===== config.mk =====
export PLATFORM = sky130hd
export DESIGN_NAME = ihc_back
export DESIGN_NICKNAME = d
export VERILOG_FILES = /design/src/ihc_pkg.sv /design/src/ihc_back.sv
export SDC_FILE = /design/constraint.sdc
export NUM_CORES = 1
export LEC_CHECK = 0
export BUFFER_PORTS_ARGS = -buffer_cell sky130_fd_sc_hd__buf_4
export CAP_MARGIN = 20
export CORE_ASPECT_RATIO = 0.75
export CORE_UTILIZATION = 59
export DETAILED_ROUTE_END_ITERATION = 8
export GPL_ROUTABILITY_DRIVEN = 0
export PLACE_DENSITY = 0.8
export SLEW_MARGIN = 0
export SYNTH_ARGS = -nofsm -noshare
export SYNTH_HDL_FRONTEND = slang
export SYNTH_SLANG_ARGS = --single-unit

===== constraint.sdc =====
create_clock -name clk_i -period 8.1 [get_ports clk_i]
set_clock_uncertainty 0.1 [all_clocks]
set_input_delay 1.62 -clock clk_i [delete_from_list [all_inputs] [get_ports clk_i]]
set_output_delay 1.62 -clock clk_i [all_outputs]
set_load 0.03 [all_outputs]

===== src/ihc_pkg.sv =====
package ihc_pkg;

  localparam int unsigned MinHeaderBytes = 20;

  localparam logic [31:0] LocalAddrReset = 32'h0A2A_0002;
  localparam logic [3:0]  IpVersion4     = 4'd4;
  localparam logic [15:0] FragMask       = 16'h3FFF;
  localparam logic [7:0]  ProtoIcmp      = 8'd1;
  localparam logic [7:0]  ProtoUdp       = 8'd17;

  localparam logic [5:0] OffVersionIhl = 6'd0;
  localparam logic [5:0] OffTotalHi    = 6'd2;
  localparam logic [5:0] OffTotalLo    = 6'd3;
  localparam logic [5:0] OffFragHi     = 6'd6;
  localparam logic [5:0] OffFragLo     = 6'd7;
  localparam logic [5:0] OffProtocol   = 6'd9;
  localparam logic [5:0] OffDstFirst   = 6'd16;
  localparam logic [5:0] OffDstLast    = 6'd19;

  typedef enum logic [2:0] {
    VerdictIcmp      = 3'd0,
    VerdictUdp       = 3'd1,
    VerdictBadHeader = 3'd2,
    VerdictBadCsum   = 3'd3,
    VerdictNotOurs   = 3'd4,
    VerdictNoHandler = 3'd5
  } verdict_e;

  // summary of one finished frame, handed from front to back
  typedef struct packed {
    logic [15:0] len;
    logic [7:0]  version_ihl;
    logic [15:0] total_len;
    logic        frag_hit;
    logic        addr_match;
    logic [7:0]  protocol;
    logic [16:0] sum;
  } frame_rec_t;

  typedef struct packed {
    verdict_e    verdict;
    logic [7:0]  protocol;
    logic [5:0]  header_length;
    logic [15:0] payload_length;
    logic [31:0] verdict_count;
    logic [31:0] seen_count;
  } result_t;

endpackage


===== src/ihc_back.sv =====
module ihc_back #(
  parameter int unsigned LINK_HEADER_BYTES = 14,
  parameter int unsigned COUNTER_BITS      = 32
) (
  input  logic                clk_i,
  input  logic                rst_ni,
  input  logic                rec_valid_i,
  input  ihc_pkg::frame_rec_t rec_i,
  output logic                pop_o,
  output logic                out_valid_o,
  input  logic                out_ready_i,
  output ihc_pkg::result_t    out_o
);

  localparam logic [15:0] LinkBytes = 16'(LINK_HEADER_BYTES);
  localparam logic [16:0] MinFrame  = 17'(LINK_HEADER_BYTES + ihc_pkg::MinHeaderBytes);
  localparam logic [5:0]  MinHdr    = 6'(ihc_pkg::MinHeaderBytes);

  logic [COUNTER_BITS-1:0] cnt_q [5];
  logic [COUNTER_BITS-1:0] seen_q, seen_d;
  logic [COUNTER_BITS-1:0] cnt_new;
  logic [63:0]             cnt_wide, seen_wide;
  logic                    out_valid_q;
  ihc_pkg::result_t        out_q, res;

  logic             len_ok, bad_hdr, csum_ok, passed;
  logic [15:0]      avail, ihl16;
  logic [5:0]       ihl;
  logic [16:0]      fold1, fold2;
  logic [2:0]       cidx;
  ihc_pkg::verdict_e verdict;

  assign pop_o       = rec_valid_i && (!out_valid_q || out_ready_i);
  assign out_valid_o = out_valid_q;
  assign out_o       = out_q;

  always_comb begin
    len_ok  = ({1'b0, rec_i.len} >= MinFrame);
    avail   = rec_i.len - LinkBytes;
    ihl     = {rec_i.version_ihl[3:0], 2'b00};
    ihl16   = {10'b0, ihl};
    fold1   = 17'(rec_i.sum[15:0]) + 17'(rec_i.sum[16]);
    fold2   = 17'(fold1[15:0]) + 17'(fold1[16]);
    csum_ok = (fold2[15:0] == 16'hFFFF);
    bad_hdr = (rec_i.version_ihl[7:4] != ihc_pkg::IpVersion4) || (ihl < MinHdr) ||
              (ihl16 > avail) || (rec_i.total_len < ihl16) || (rec_i.total_len > avail);
    passed  = len_ok && !bad_hdr && csum_ok;

    priority if (!len_ok || bad_hdr) begin
      verdict = ihc_pkg::VerdictBadHeader;
    end else if (!csum_ok) begin
      verdict = ihc_pkg::VerdictBadCsum;
    end else if (rec_i.frag_hit) begin
      verdict = ihc_pkg::VerdictBadHeader;
    end else if (!rec_i.addr_match) begin
      verdict = ihc_pkg::VerdictNotOurs;
    end else if (rec_i.protocol == ihc_pkg::ProtoIcmp) begin
      verdict = ihc_pkg::VerdictIcmp;
    end else if (rec_i.protocol == ihc_pkg::ProtoUdp) begin
      verdict = ihc_pkg::VerdictUdp;
    end else begin
      verdict = ihc_pkg::VerdictNoHandler;
    end

    // both delivered verdicts share the first counter
    cidx = (verdict == ihc_pkg::VerdictIcmp || verdict == ihc_pkg::VerdictUdp) ?
           3'd0 : 3'(verdict) - 3'd1;
    cnt_new   = cnt_q[cidx] + COUNTER_BITS'(1);
    seen_d    = passed ? seen_q + COUNTER_BITS'(1) : seen_q;
    cnt_wide  = 64'(cnt_new);
    seen_wide = 64'(seen_d);

    res.verdict        = verdict;
    res.protocol       = len_ok ? rec_i.protocol : 8'd0;
    res.header_length  = len_ok ? ihl : 6'd0;
    res.payload_length = (verdict == ihc_pkg::VerdictIcmp || verdict == ihc_pkg::VerdictUdp) ?
                         rec_i.total_len - ihl16 : 16'd0;
    res.verdict_count  = cnt_wide[31:0];
    res.seen_count     = seen_wide[31:0];
  end

  always_ff @(posedge clk_i) begin
    if (pop_o) begin
      out_q <= res;
    end
  end

  always_ff @(posedge clk_i or negedge rst_ni) begin
    if (!rst_ni) begin
      out_valid_q <= 1'b0;
      seen_q      <= '0;
      for (int i = 0; i < 5; i++) begin
        cnt_q[i] <= '0;
      end
    end else begin
      if (pop_o) begin
        out_valid_q <= 1'b1;
        seen_q      <= seen_d;
        cnt_q[cidx] <= cnt_new;
      end else if (out_ready_i) begin
        out_valid_q <= 1'b0;
      end
    end
  end

endmodule

Word-level counts from Yosys, hierarchy flattened
Index checks and enable logic that the tools add are counted.
- $add $sub $neg: 7
- magnitude comparators: 7
- equality and inequality tests: 5
- mux-type cells: 16
- bitwise logic cells: 1
- reductions and logical operators: 16
- operators by type and width (operator ; count):
    bitwise mux 160 bit ; 1
    two-way mux 32 bit ; 4
    binary-select mux 32 bit (select 3 bit) ; 1
    demux 32 bit (select 3 bit) ; 1
    adder 32 x 1 -> 32 bit, second input constant ; 2
    two-way mux 3 bit ; 7
    adder 16 x 1 -> 17 bit ; 1
    adder 16 x 1 -> 16 bit ; 1
    equality test 16 bit, second input constant ; 1
    greater-or-equal comparator 16 x 6 -> 1 bit, second input constant ; 1
    greater-than comparator 16 bit ; 1
    greater-than comparator 6 x 16 -> 1 bit ; 1
    < comparator 16 x 6 -> 1 bit ; 1
    subtractor 16 x 4 -> 16 bit, second input constant ; 1
    subtractor 16 x 6 -> 16 bit ; 1
    equality test 8 x 1 -> 1 bit, second input constant ; 1
    equality test 8 x 5 -> 1 bit, second input constant ; 1
    logical OR 1 bit ; 7
    < comparator 6 x 5 -> 1 bit, second input constant ; 1
    greater-or-equal comparator 4 bit, second input constant ; 1
    logical AND 1 bit ; 4
    < comparator 4 x 1 -> 1 bit, second input constant ; 1
    != test 4 x 3 -> 1 bit, second input constant ; 1
    NOT 3 -> 4 bit ; 1
    6 further kinds ; 9
- flip-flop bits (word level): 290
- output and inout bits: 99
- logic and storage cells: 66

Depth between registers and ports, before layout
Gate-level depths: netlist of run 1.
- word-level depth: 16
- mapped depth: 32
- depth with buffers taken out: 29

Least setup slack after synthesis of run 1
Ideal clock, no wire load.
- path kind: input -> register
- from: input port rec_i[0] (netlist bit)
- to: register out_q (netlist bit out_o[54]), data pin
- library setup time: 0.266 ns
- arrival: 7.679 ns
- required time: 7.734 ns
- setup slack: 0.055 ns
- cell stages on the path: 31
- path buffers: 4
- cells stage by stage: ha_1 > ha_1 > nand3_2 > nor4_2 > and3_1 > ha_1 > ha_1 > xnor2_1 > xnor2_1 > nand3_1 > nor3b_1 > and4_1 > o211ai_2 > o21ai_4 > buf_4 > buf_2 > ha_1 > ha_1 > clkbuf_1 > nand2_1 > clkbuf_1 > a211oi_1 > nor2_1 > o22ai_1 > nor2_2 > ha_1 > nand4_1 > nor4_4 > nand4_1 > xor2_1 > inv_1
- cells in the longest elaborated chain, start to end: 13
- elaborated cells between the ends (all ways): 15
- those cells by class: 4 x add/sub; 2 x eq/ne; 6 x mux; 1 x bitwise; 2 x reduce/logical
- ends and longest elaborated chain (element ; RTL line ; RTL):
    start: declaration ; ihc_back.sv:8 ; input ihc_pkg::frame_rec_t rec_i,
    adder 16 x 1 -> 17 bit * ; ihc_back.sv:42 ; fold1 = 17'(rec_i.sum[15:0]) + 17'(rec_i.sum[16]);
    adder 16 x 1 -> 16 bit * ; ihc_back.sv:43 ; fold2 = 17'(fold1[15:0]) + 17'(fold1[16]);
    equality test 16 bit * ; ihc_back.sv:44 ; csum_ok = (fold2[15:0] == 16'hFFFF);
    two-way mux 3 bit * ; ihc_back.sv:51 ; end else if (!csum_ok) begin
    two-way mux 3 bit * ; ihc_back.sv:49 ; priority if (!len_ok || bad_hdr) begin
    branches (longest 2 deep; another with subtractor 3 x 1 -> 3 bit) ; -- ;
    two-way mux 3 bit * ; ihc_back.sv:66 ; cidx = (verdict == ihc_pkg::VerdictIcmp || verdict == ihc_pkg::VerdictUdp) ?
    NOT 3 -> 4 bit (implied by the code) * ; ihc_back.sv:68 ; cnt_new = cnt_q[cidx] + COUNTER_BITS'(1);
    binary-select mux 32 bit (select 3 bit) * ; ihc_back.sv:68 ;
    two-way mux 32 bit (implied by the code) * (2 in a row) ; ihc_back.sv:68 ;
    adder 32 x 1 -> 32 bit * ; ihc_back.sv:68 ;
    named net cnt_new[22] ; ihc_back.sv:21 ; logic [COUNTER_BITS-1:0] cnt_new;
    end signal: assignment ; ihc_back.sv:84 ; out_q <= res;
    end: declaration ; ihc_back.sv:24 ; ihc_pkg::result_t out_q, res;
Mark *: on every way through the listed nets, which the timed path passes. The select of a mux whose other input is x is not followed.
A chain may end at the register's enable or synchronous reset.

Worst setup path in the final report of run 1
- from: input port rec_i[0] (netlist bit)
- to: register cnt_q[31] (netlist bit)
- cells in the longest elaborated chain, start to end: 14
- elaborated cells between the ends (all ways): 21
- those cells by class: 4 x add/sub; 2 x order compare; 2 x eq/ne; 9 x mux; 1 x bitwise; 3 x reduce/logical
- ends and longest elaborated chain (element ; RTL line ; RTL):
    adder 16 x 1 -> 17 bit * ; ihc_back.sv:42 ;
    adder 16 x 1 -> 16 bit * ; ihc_back.sv:43 ;
    equality test 16 bit * ; ihc_back.sv:44 ;
    two-way mux 3 bit * ; ihc_back.sv:51 ;
    two-way mux 3 bit * ; ihc_back.sv:49 ;
    branches (longest 2 deep; another with subtractor 3 x 1 -> 3 bit) ; -- ;
    two-way mux 3 bit * ; ihc_back.sv:66 ;
    NOT 3 -> 4 bit (implied by the code) * ; ihc_back.sv:68, ihc_back.sv:99 ;
    binary-select mux 32 bit (select 3 bit), or another cell as far along ; ihc_back.sv:68 ;
    two-way mux 32 bit (implied by the code) / logical AND 1 bit (equally long branches) ; ihc_back.sv:68, ihc_back.sv:99 ;
    two-way mux 32 bit (on tied branches) ; ihc_back.sv:68, ihc_back.sv:99 ;
    adder 32 x 1 -> 32 bit / demux 32 bit (select 3 bit) (equally long branches) ; ihc_back.sv:68, ihc_back.sv:99 ;
    bitwise mux 160 bit * ; ihc_back.sv:99 ; cnt_q[cidx] <= cnt_new;
    end signal: indexed assignment ; ihc_back.sv:99 ;
    end: declaration ; ihc_back.sv:19 ; logic [COUNTER_BITS-1:0] cnt_q [5];
Mark *: on every way between the ends. The select of a mux whose other input is x is not followed.

==> results.toml, run 1 <==
[yosys]
synth_fa_ha_area_share_pct = 2.91
synth_area_leaders = "sky130_fd_sc_hd__dfrtp_1, sky130_fd_sc_hd__edfxtp_1, sky130_fd_sc_hd__nand2_1"
yosysWarningCount = 0
synth.area.mux_share_pct = 1.45
synth_xor_area_share_pct = 7.28
synth.largest_area_cell = "sky130_fd_sc_hd__dfrtp_1"
netlist_area_um2 = 15300
yosysMostFrequentCell = "sky130_fd_sc_hd__nand2_1"
post_synth_and_or_nand_nor_area_fraction_pct = 19.1
register_bit_count_reported_by_yosys = 288
syn_area_per_cell_um2 = 10.1
synth-edff-count = 95
synth_seq_area_share_pct = 50.2
area_fraction_in_compound_gates_after_synthesis_pct = 15.2
synthDominantCellAreaShare_pct = 31.5
yosys-top-cells-count = "sky130_fd_sc_hd__nand2_1, sky130_fd_sc_hd__dfrtp_1, sky130_fd_sc_hd__o21ai_0"
ys_async_sr_fraction_pct = 67.0
synth_top_family_by_area = "simple AND/OR/NAND/NOR gates"
synth-main-ff-cell = "sky130_fd_sc_hd__dfrtp_1"
synth_cell_types = 98
netlist_instances = 1513

[timing]
highest_clock_frequency_the_design_can_meet_mhz = 132
slew-limit-headroom_pct = 32.9
finalMaxSlewViolations = 0
hold_viol_final = 0
grt_setup_unrepaired = "false"
slew_worst_pin_ns = 1.01
report.final.setup_viol = 0
final.min_clock_period_ns = 7.57
post-route-period-util_pct = 93.4
finalWorstSetupSlack_ns = 0.534

[job]
cap_viol_max_count = 0

[clock_tree]
clock_sink_count = 288
ctsLongestPathBuffers = 3
h_tree_levels = 1
cts_tree = "done"
worst_skew_pair.late_latency_ns = 0.56
clock_tree.root_cell = "sky130_fd_sc_hd__clkbuf_16"
cts_made_buffers = 29
clk_pin_slew_ns = 0.06

[pwr]
power-per-cell-area_nw_per_um2 = 214
cellLeakagePower_uw = 0.00779
vdd_ir_drop_max_mv = 0.188

[drt]
detailedRoute.firstPassIterationCount = 5
routed_wirelength_um = 39600
drt_first_iter_violations = 1081
route.detailed.drc = 0
detail_route.wirelength.met1_um = 17000
top_layer_used = "met4"
wl_met3_um = 3530
number_of_vias_in_the_routed_layout = 12400
post_drt_wl_per_cell_um = 19.6
met2WireLength_um = 17800
drt.antenna.violating_nets = 0
route.detailed.vias_per_inst = 6.13

[hold_path]
hold_class = "reg2reg"
worstHoldPathCells = 2

[cells_and_area]
design.final.nets = 1768
fillCellCount = 1820
postLayoutCoreUtil_pct = 71.6
syn2layout_area_growth_pct = 17.8
multiInputGateArea_um2 = 7120
ant_diodes = 0
final_layout_size_suffix_gt1_share_pct = 20.3
regArea_um2 = 7680

[setup_path]
r2r_slack_ns = 4.98
path_class = "in2reg"
crit_slowest_cell = "sky130_fd_sc_hd__or4_1"
crit_path_end = "cnt_q[31]$_DFFE_PN0P_"
worst_r2r_startpoint = "seen_q[5]$_DFFE_PN0P_"
worst_path_most_repeated_cell = "sky130_fd_sc_hd__ha_1"
crit-reg2reg-capture = "out_o[31]$_DFFE_PP_"
worst_ep_required_time_ns = 8.44
worst-endpoint-arrival_ns = 7.90
critPathCaptureType = "register"
ff2ff_path_depth = 10
path_max_fanout = 18
worst_setup_path_start_kind = "primary input"
timing.critical_path.from = "rec_i[0]"
worst_path_largest_cell_delay_ns = 0.53

[place]
detailedPlacementHpwl_um = 26200
detailedPlace.worstSlack_ns = -0.132
port_buffers = 167

[global_route]
track_usage_pct = 29.9
initial_antenna_violation_count = 0
grt_pass1_wl_um = 63800
gr-total-overflow = 0
number_of_global_route_vias_before_repair = 12100
grt_start_max_net_pins = 119

[floorplan]
ioPinCount = 170
core_um2 = 25200
die_area_um2 = 26600
start_util_pct = 60.7
rows = 50
fp.dieH_um = 142
die_width_um = 188

[status]
run_status = "completed"
-- final cells by class --
| type | count | area share (%) |
|---|---|---|
| clock inverters | 13 | 1.21 |
| well taps | 338 | 2.34 |
| inverters | 49 | 1.03 |
| multi-input cells | 1089 | 39.5 |
| flip-flops and latches | 288 | 42.6 |
| repair buffers | 205 | 8.77 |
| clock buffers | 41 | 4.61 |
-- routing by layer --
metal	up-vias	GRT usage, %
li1	5734	-
met1	5919	42.3
met2	640	47.3
met3	115	5.00
met4	0	9.80
met5	-	0
-- worst min-delay path by stage --
stage,slack [ns],endpoint,from
floorplan,0.34,cnt_q[110]$_DFFE_PN0P_,cnt_q[110]$_DFFE_PN0P_
global placement,0.36,cnt_q[55]$_DFFE_PN0P_,cnt_q[55]$_DFFE_PN0P_
detailed placement,0.37,cnt_q[110]$_DFFE_PN0P_,cnt_q[110]$_DFFE_PN0P_
CTS,0.38,cnt_q[55]$_DFFE_PN0P_,cnt_q[55]$_DFFE_PN0P_
global route,0.39,cnt_q[13]$_DFFE_PN0P_,cnt_q[13]$_DFFE_PN0P_
finish,0.38,cnt_q[55]$_DFFE_PN0P_,cnt_q[55]$_DFFE_PN0P_
-- placed cells by master, fill, tap and decap left out, types with 5 or more instances in the layout --
cell,synthesis,routed
sky130_fd_sc_hd__nor3b_1,11,11
sky130_fd_sc_hd__xnor2_1,67,65
sky130_fd_sc_hd__nor3_1,18,17
sky130_fd_sc_hd__a311oi_1,17,17
sky130_fd_sc_hd__and4b_1,6,6
sky130_fd_sc_hd__o21ai_1,21,21
sky130_fd_sc_hd__nand3_2,4,5
sky130_fd_sc_hd__o21ai_0,128,127
sky130_fd_sc_hd__mux2_2,17,17
sky130_fd_sc_hd__clkbuf_1,56,7
sky130_fd_sc_hd__and2_1,17,17
sky130_fd_sc_hd__xnor2_2,4,6
sky130_fd_sc_hd__clkbuf_8,0,5
sky130_fd_sc_hd__nand2b_1,7,7
sky130_fd_sc_hd__a211oi_2,7,10
sky130_fd_sc_hd__nor2b_1,11,10
sky130_fd_sc_hd__nand2_1,263,263
sky130_fd_sc_hd__clkbuf_16,0,30
sky130_fd_sc_hd__and4_1,7,6
sky130_fd_sc_hd__a21oi_1,44,44
sky130_fd_sc_hd__dfrtp_1,193,193
sky130_fd_sc_hd__nor3_2,4,5
sky130_fd_sc_hd__nor2_1,70,70
sky130_fd_sc_hd__a211oi_1,36,33
sky130_fd_sc_hd__nor4_1,22,22
sky130_fd_sc_hd__bufinv_16,0,5
sky130_fd_sc_hd__inv_1,48,47
sky130_fd_sc_hd__and3_1,14,14
sky130_fd_sc_hd__nand4_1,29,29
sky130_fd_sc_hd__xor2_1,51,48
sky130_fd_sc_hd__o31ai_1,12,12
sky130_fd_sc_hd__edfxtp_1,95,95
sky130_fd_sc_hd__or3_1,5,5
sky130_fd_sc_hd__ha_1,34,34
sky130_fd_sc_hd__o211ai_1,5,5
sky130_fd_sc_hd__nand3_1,38,37
sky130_fd_sc_hd__buf_4,8,201
-- metrics by stage --
step / instances / hold slack, ns / instance area [um^2] / setup TNS (ns) / total power [uW]
final: 2023 / 0.376 / 18000 / 0 / 3860
after global routing: 2023 / 0.395 / 18000 / 0 / 3990
after CTS: 2020 / 0.380 / 17900 / 0 / 3850
after detailed placement: 1966 / 0.366 / 16900 / -0.722 / 2390
after global placement: 1966 / 0.358 / 16900 / 0 / 2370
after floorplan: 1514 / 0.341 / 15300 / 0 / 2150
-- sequential cells by signal, indices dropped and copies added (netlist names) --
| signal | cells |
|---|---|
| cnt_q | 160 |
| out_o | 95 |
| seen_q | 32 |
| out_valid_o | 1 |
-- kinds of logic after synthesis --
logic type	after synthesis
compound gates	341
simple gates	568
flops	288
buf+inv	137
xor+xnor	123
other cells	1
mux	20
fa+ha+maj	35
-- report_power, final --
part | internal (uW) | total [uW] | switching (uW) | leakage (uW)
Sequential | 1640 | 1710 | 65.7 | 0.00359
Combinational | 238 | 682 | 444 | 0.00369
Clock | 881 | 1470 | 584 | 0.000507
-- repair_timing --
action                                  CTS  global route
buffers inserted                          0             2
resized for setup                         0            14
hold buffers                              0             0
endpoints found under the setup margin    0           128
-- critical path: cells and delay by family --
family,cells,cell delay (ns)
adders and majority gates,5,1.08
buffers and inverters,2,0.30
and+or+nand+nor,12,2.91
AOI/OAI and AO/OA,7,1.97
Power figures use the tool's default switching activity.
==> run 2: changes to the inputs <==
- CORE_ASPECT_RATIO: 0.75 -> 1.25
==> results.toml, run 2 (synthesis results as in run 1) <==
[timing]
post-route-period-util_pct = 94.5
whs_ns = 0.380
highest_clock_frequency_the_design_can_meet_mhz = 131
slew-limit-headroom_pct = 38.9
finalMaxSlewViolations = 0
sum_neg_setup_slack_ns = 0
report.final.setup_viol = 0
final.min_clock_period_ns = 7.65
hold_viol_final = 0
grt_setup_unrepaired = "false"
slew_worst_pin_ns = 0.914

[drt]
drt.antenna.violating_nets = 0
routed_wirelength_um = 38800
detailedRoute.firstPassIterationCount = 5
route.detailed.drc = 0
route.detailed.vias_per_inst = 6.08
drt_first_iter_violations = 828
post_drt_wl_per_cell_um = 19.1
number_of_vias_in_the_routed_layout = 12300

[cells_and_area]
layout.cells.most_common_list = "sky130_fd_sc_hd__nand2_1, sky130_fd_sc_hd__buf_4, sky130_fd_sc_hd__dfrtp_1"
final_layout_size_suffix_gt1_share_pct = 19.8
largest_register_ff_count = 160
design.final.nets = 1775
top_register = "cnt_q"
fillCellCount = 1869
most_frequent_standard_cell_in_the_layout_excluding_fill_and_tap_cells = "sky130_fd_sc_hd__nand2_1"
regArea_um2 = 7680
ant_diodes = 0
multiInputGateArea_um2 = 7040
syn2layout_area_growth_pct = 16.6

[clock_tree]
cts_made_buffers = 27
clk_pin_slew_ns = 0.07
ctsLongestPathBuffers = 3
worst_skew_pair.late_latency_ns = 0.55
cts_tree = "done"
cts_hold_buffers = 0
postCtsResizedCells = 0
clock_tree.root_cell = "sky130_fd_sc_hd__clkbuf_16"
clock_sink_count = 288
post_cts.repair.setup_buffers = 0
h_tree_levels = 1

[floorplan]
die_area_um2 = 26600
fp.dieH_um = 182
rows = 65
start_util_pct = 60.4
die_width_um = 146
ioPinCount = 170
core_um2 = 25400

[global_route]
track_usage_pct = 29.6
initial_antenna_violation_count = 0
gr-total-overflow = 0
number_of_global_route_vias_before_repair = 12400
grt_start_max_net_pins = 90
grt_pass1_wl_um = 63200

[job]
cap_viol_max_count = 0

[pwr]
cellLeakagePower_uw = 0.00772
power.share.combinational_pct = 18.3
p_sw_share_pct = 28.4
vdd_ir_drop_max_mv = 0.198
power-per-cell-area_nw_per_um2 = 203
internal_power_uw = 2590
switching_power_total_uw = 1030
seq_power_share_pct = 47.1
clock_power_share_pct = 34.6

[setup_path]
path_max_fanout = 23
crit-reg2reg-capture = "out_o[47]$_DFFE_PP_"
worst_setup_path_start_kind = "primary input"
path_class = "in2reg"
worst-endpoint-arrival_ns = 7.84
r2r_slack_ns = 4.83
worst_r2r_startpoint = "cnt_q[72]$_DFFE_PN0P_"
critPathCaptureType = "register"
worst_ep_required_time_ns = 8.29
timing.critical_path.from = "rec_i[0]"
crit_path_end = "out_o[47]$_DFFE_PP_"
ff2ff_path_depth = 8

[hold_path]
hold_class = "reg2reg"

[place]
port_buffers = 167
detailedPlacementHpwl_um = 26500

[status]
run_status = "completed"
==> run 2: cell types whose count changed in the layout (fill, tap and decap cells not counted), moves of 2 or more <==
cell	previous run	this run
sky130_fd_sc_hd__inv_6	2	0
sky130_fd_sc_hd__buf_4	201	211
sky130_fd_sc_hd__xnor2_2	6	4
sky130_fd_sc_hd__xor2_2	4	1
sky130_fd_sc_hd__a211oi_2	10	7
sky130_fd_sc_hd__clkbuf_8	5	7
sky130_fd_sc_hd__a211oi_1	33	36
sky130_fd_sc_hd__clkinv_2	1	5
sky130_fd_sc_hd__xor2_1	48	51
sky130_fd_sc_hd__clkinv_4	2	0
sky130_fd_sc_hd__clkbuf_16	30	27
sky130_fd_sc_hd__bufinv_16	5	1
sky130_fd_sc_hd__xnor2_1	65	67
==> run 2: cell type report <==
cell class | instances | area share, %
sequential | 288 | 43.0
multi-input combinational | 1089 | 39.5
timing repair buffer | 214 | 9.20
clock buffer | 42 | 4.49
tap | 335 | 2.35
inverter | 49 | 1.04
clock inverter | 7 | 0.421
==> run 2: how the worst min path moves through the flow <==
| stage | from | end | slack, ns | cells past startpoint |
|---|---|---|---|---|
| after global placement | cnt_q[64]$_DFFE_PN0P_ | cnt_q[64]$_DFFE_PN0P_ | 0.36 | 2 |
| final | cnt_q[69]$_DFFE_PN0P_ | cnt_q[69]$_DFFE_PN0P_ | 0.38 | 2 |
| after CTS | cnt_q[29]$_DFFE_PN0P_ | cnt_q[29]$_DFFE_PN0P_ | 0.38 | 2 |
| after detailed placement | cnt_q[29]$_DFFE_PN0P_ | cnt_q[29]$_DFFE_PN0P_ | 0.37 | 2 |
| after global routing | cnt_q[159]$_DFFE_PN0P_ | cnt_q[159]$_DFFE_PN0P_ | 0.40 | 2 |
| after floorplan | cnt_q[110]$_DFFE_PN0P_ | cnt_q[110]$_DFFE_PN0P_ | 0.34 | 2 |
==> run 2: worst max-delay path, stage by stage <==
cell,delay [ns]
sky130_fd_sc_hd__buf_4,0.08
sky130_fd_sc_hd__ha_1,0.25
sky130_fd_sc_hd__ha_1,0.22
sky130_fd_sc_hd__nand3_2,0.14
sky130_fd_sc_hd__nor4_2,0.30
sky130_fd_sc_hd__and3_1,0.20
sky130_fd_sc_hd__ha_1,0.18
sky130_fd_sc_hd__and2_1,0.17
sky130_fd_sc_hd__nor3b_1,0.07
sky130_fd_sc_hd__or4_1,0.52
sky130_fd_sc_hd__nor3b_1,0.17
sky130_fd_sc_hd__and4_1,0.21
sky130_fd_sc_hd__o211ai_2,0.10
sky130_fd_sc_hd__o21ai_4,0.11
sky130_fd_sc_hd__ha_1,0.22
sky130_fd_sc_hd__ha_1,0.34
sky130_fd_sc_hd__buf_4,0.32
sky130_fd_sc_hd__nand2_1,0.13
sky130_fd_sc_hd__a221o_1,0.34
sky130_fd_sc_hd__a211oi_1,0.47
sky130_fd_sc_hd__a221o_1,0.35
sky130_fd_sc_hd__or3b_1,0.46
sky130_fd_sc_hd__or4_1,0.47
sky130_fd_sc_hd__xnor2_2,0.31
sky130_fd_sc_hd__inv_1,0.08
==> run 2: metal layers <==
metal	routed length (um)	vias to the layer above	GRT usage [%]
li1	-	5742	-
met1	14700	5917	35.6
met2	19600	509	53.0
met3	2840	136	4.03
met4	1660	0	13.5
met5	0	-	0
==> run 2: through the flow <==
stage          utilization [%]  instances  instance area, um^2  power [uW]  worst slack, ns
6_report                  70.4       2024                17900        3630            0.449
5_1_grt                   70.4       2024                17900        3770           0.0418
4_1_cts                   70.2       2023                17800        3630            0.579
2_1_floorplan                -       1514                15300        2150           0.0554
3_5_place_dp              66.8       1974                16900        2390           0.0655
3_3_place_gp              66.8       1974                16900        2370            0.128
==> run 2: power groups by stage <==
stage	clock, uW	sequential, uW	combinational [uW]
5_1_grt	1330	1720	729
6_report	1250	1710	664
2_1_floorplan	0	1790	355
3_5_place_dp	0	1730	656
4_1_cts	1270	1710	660
3_3_place_gp	0	1730	637
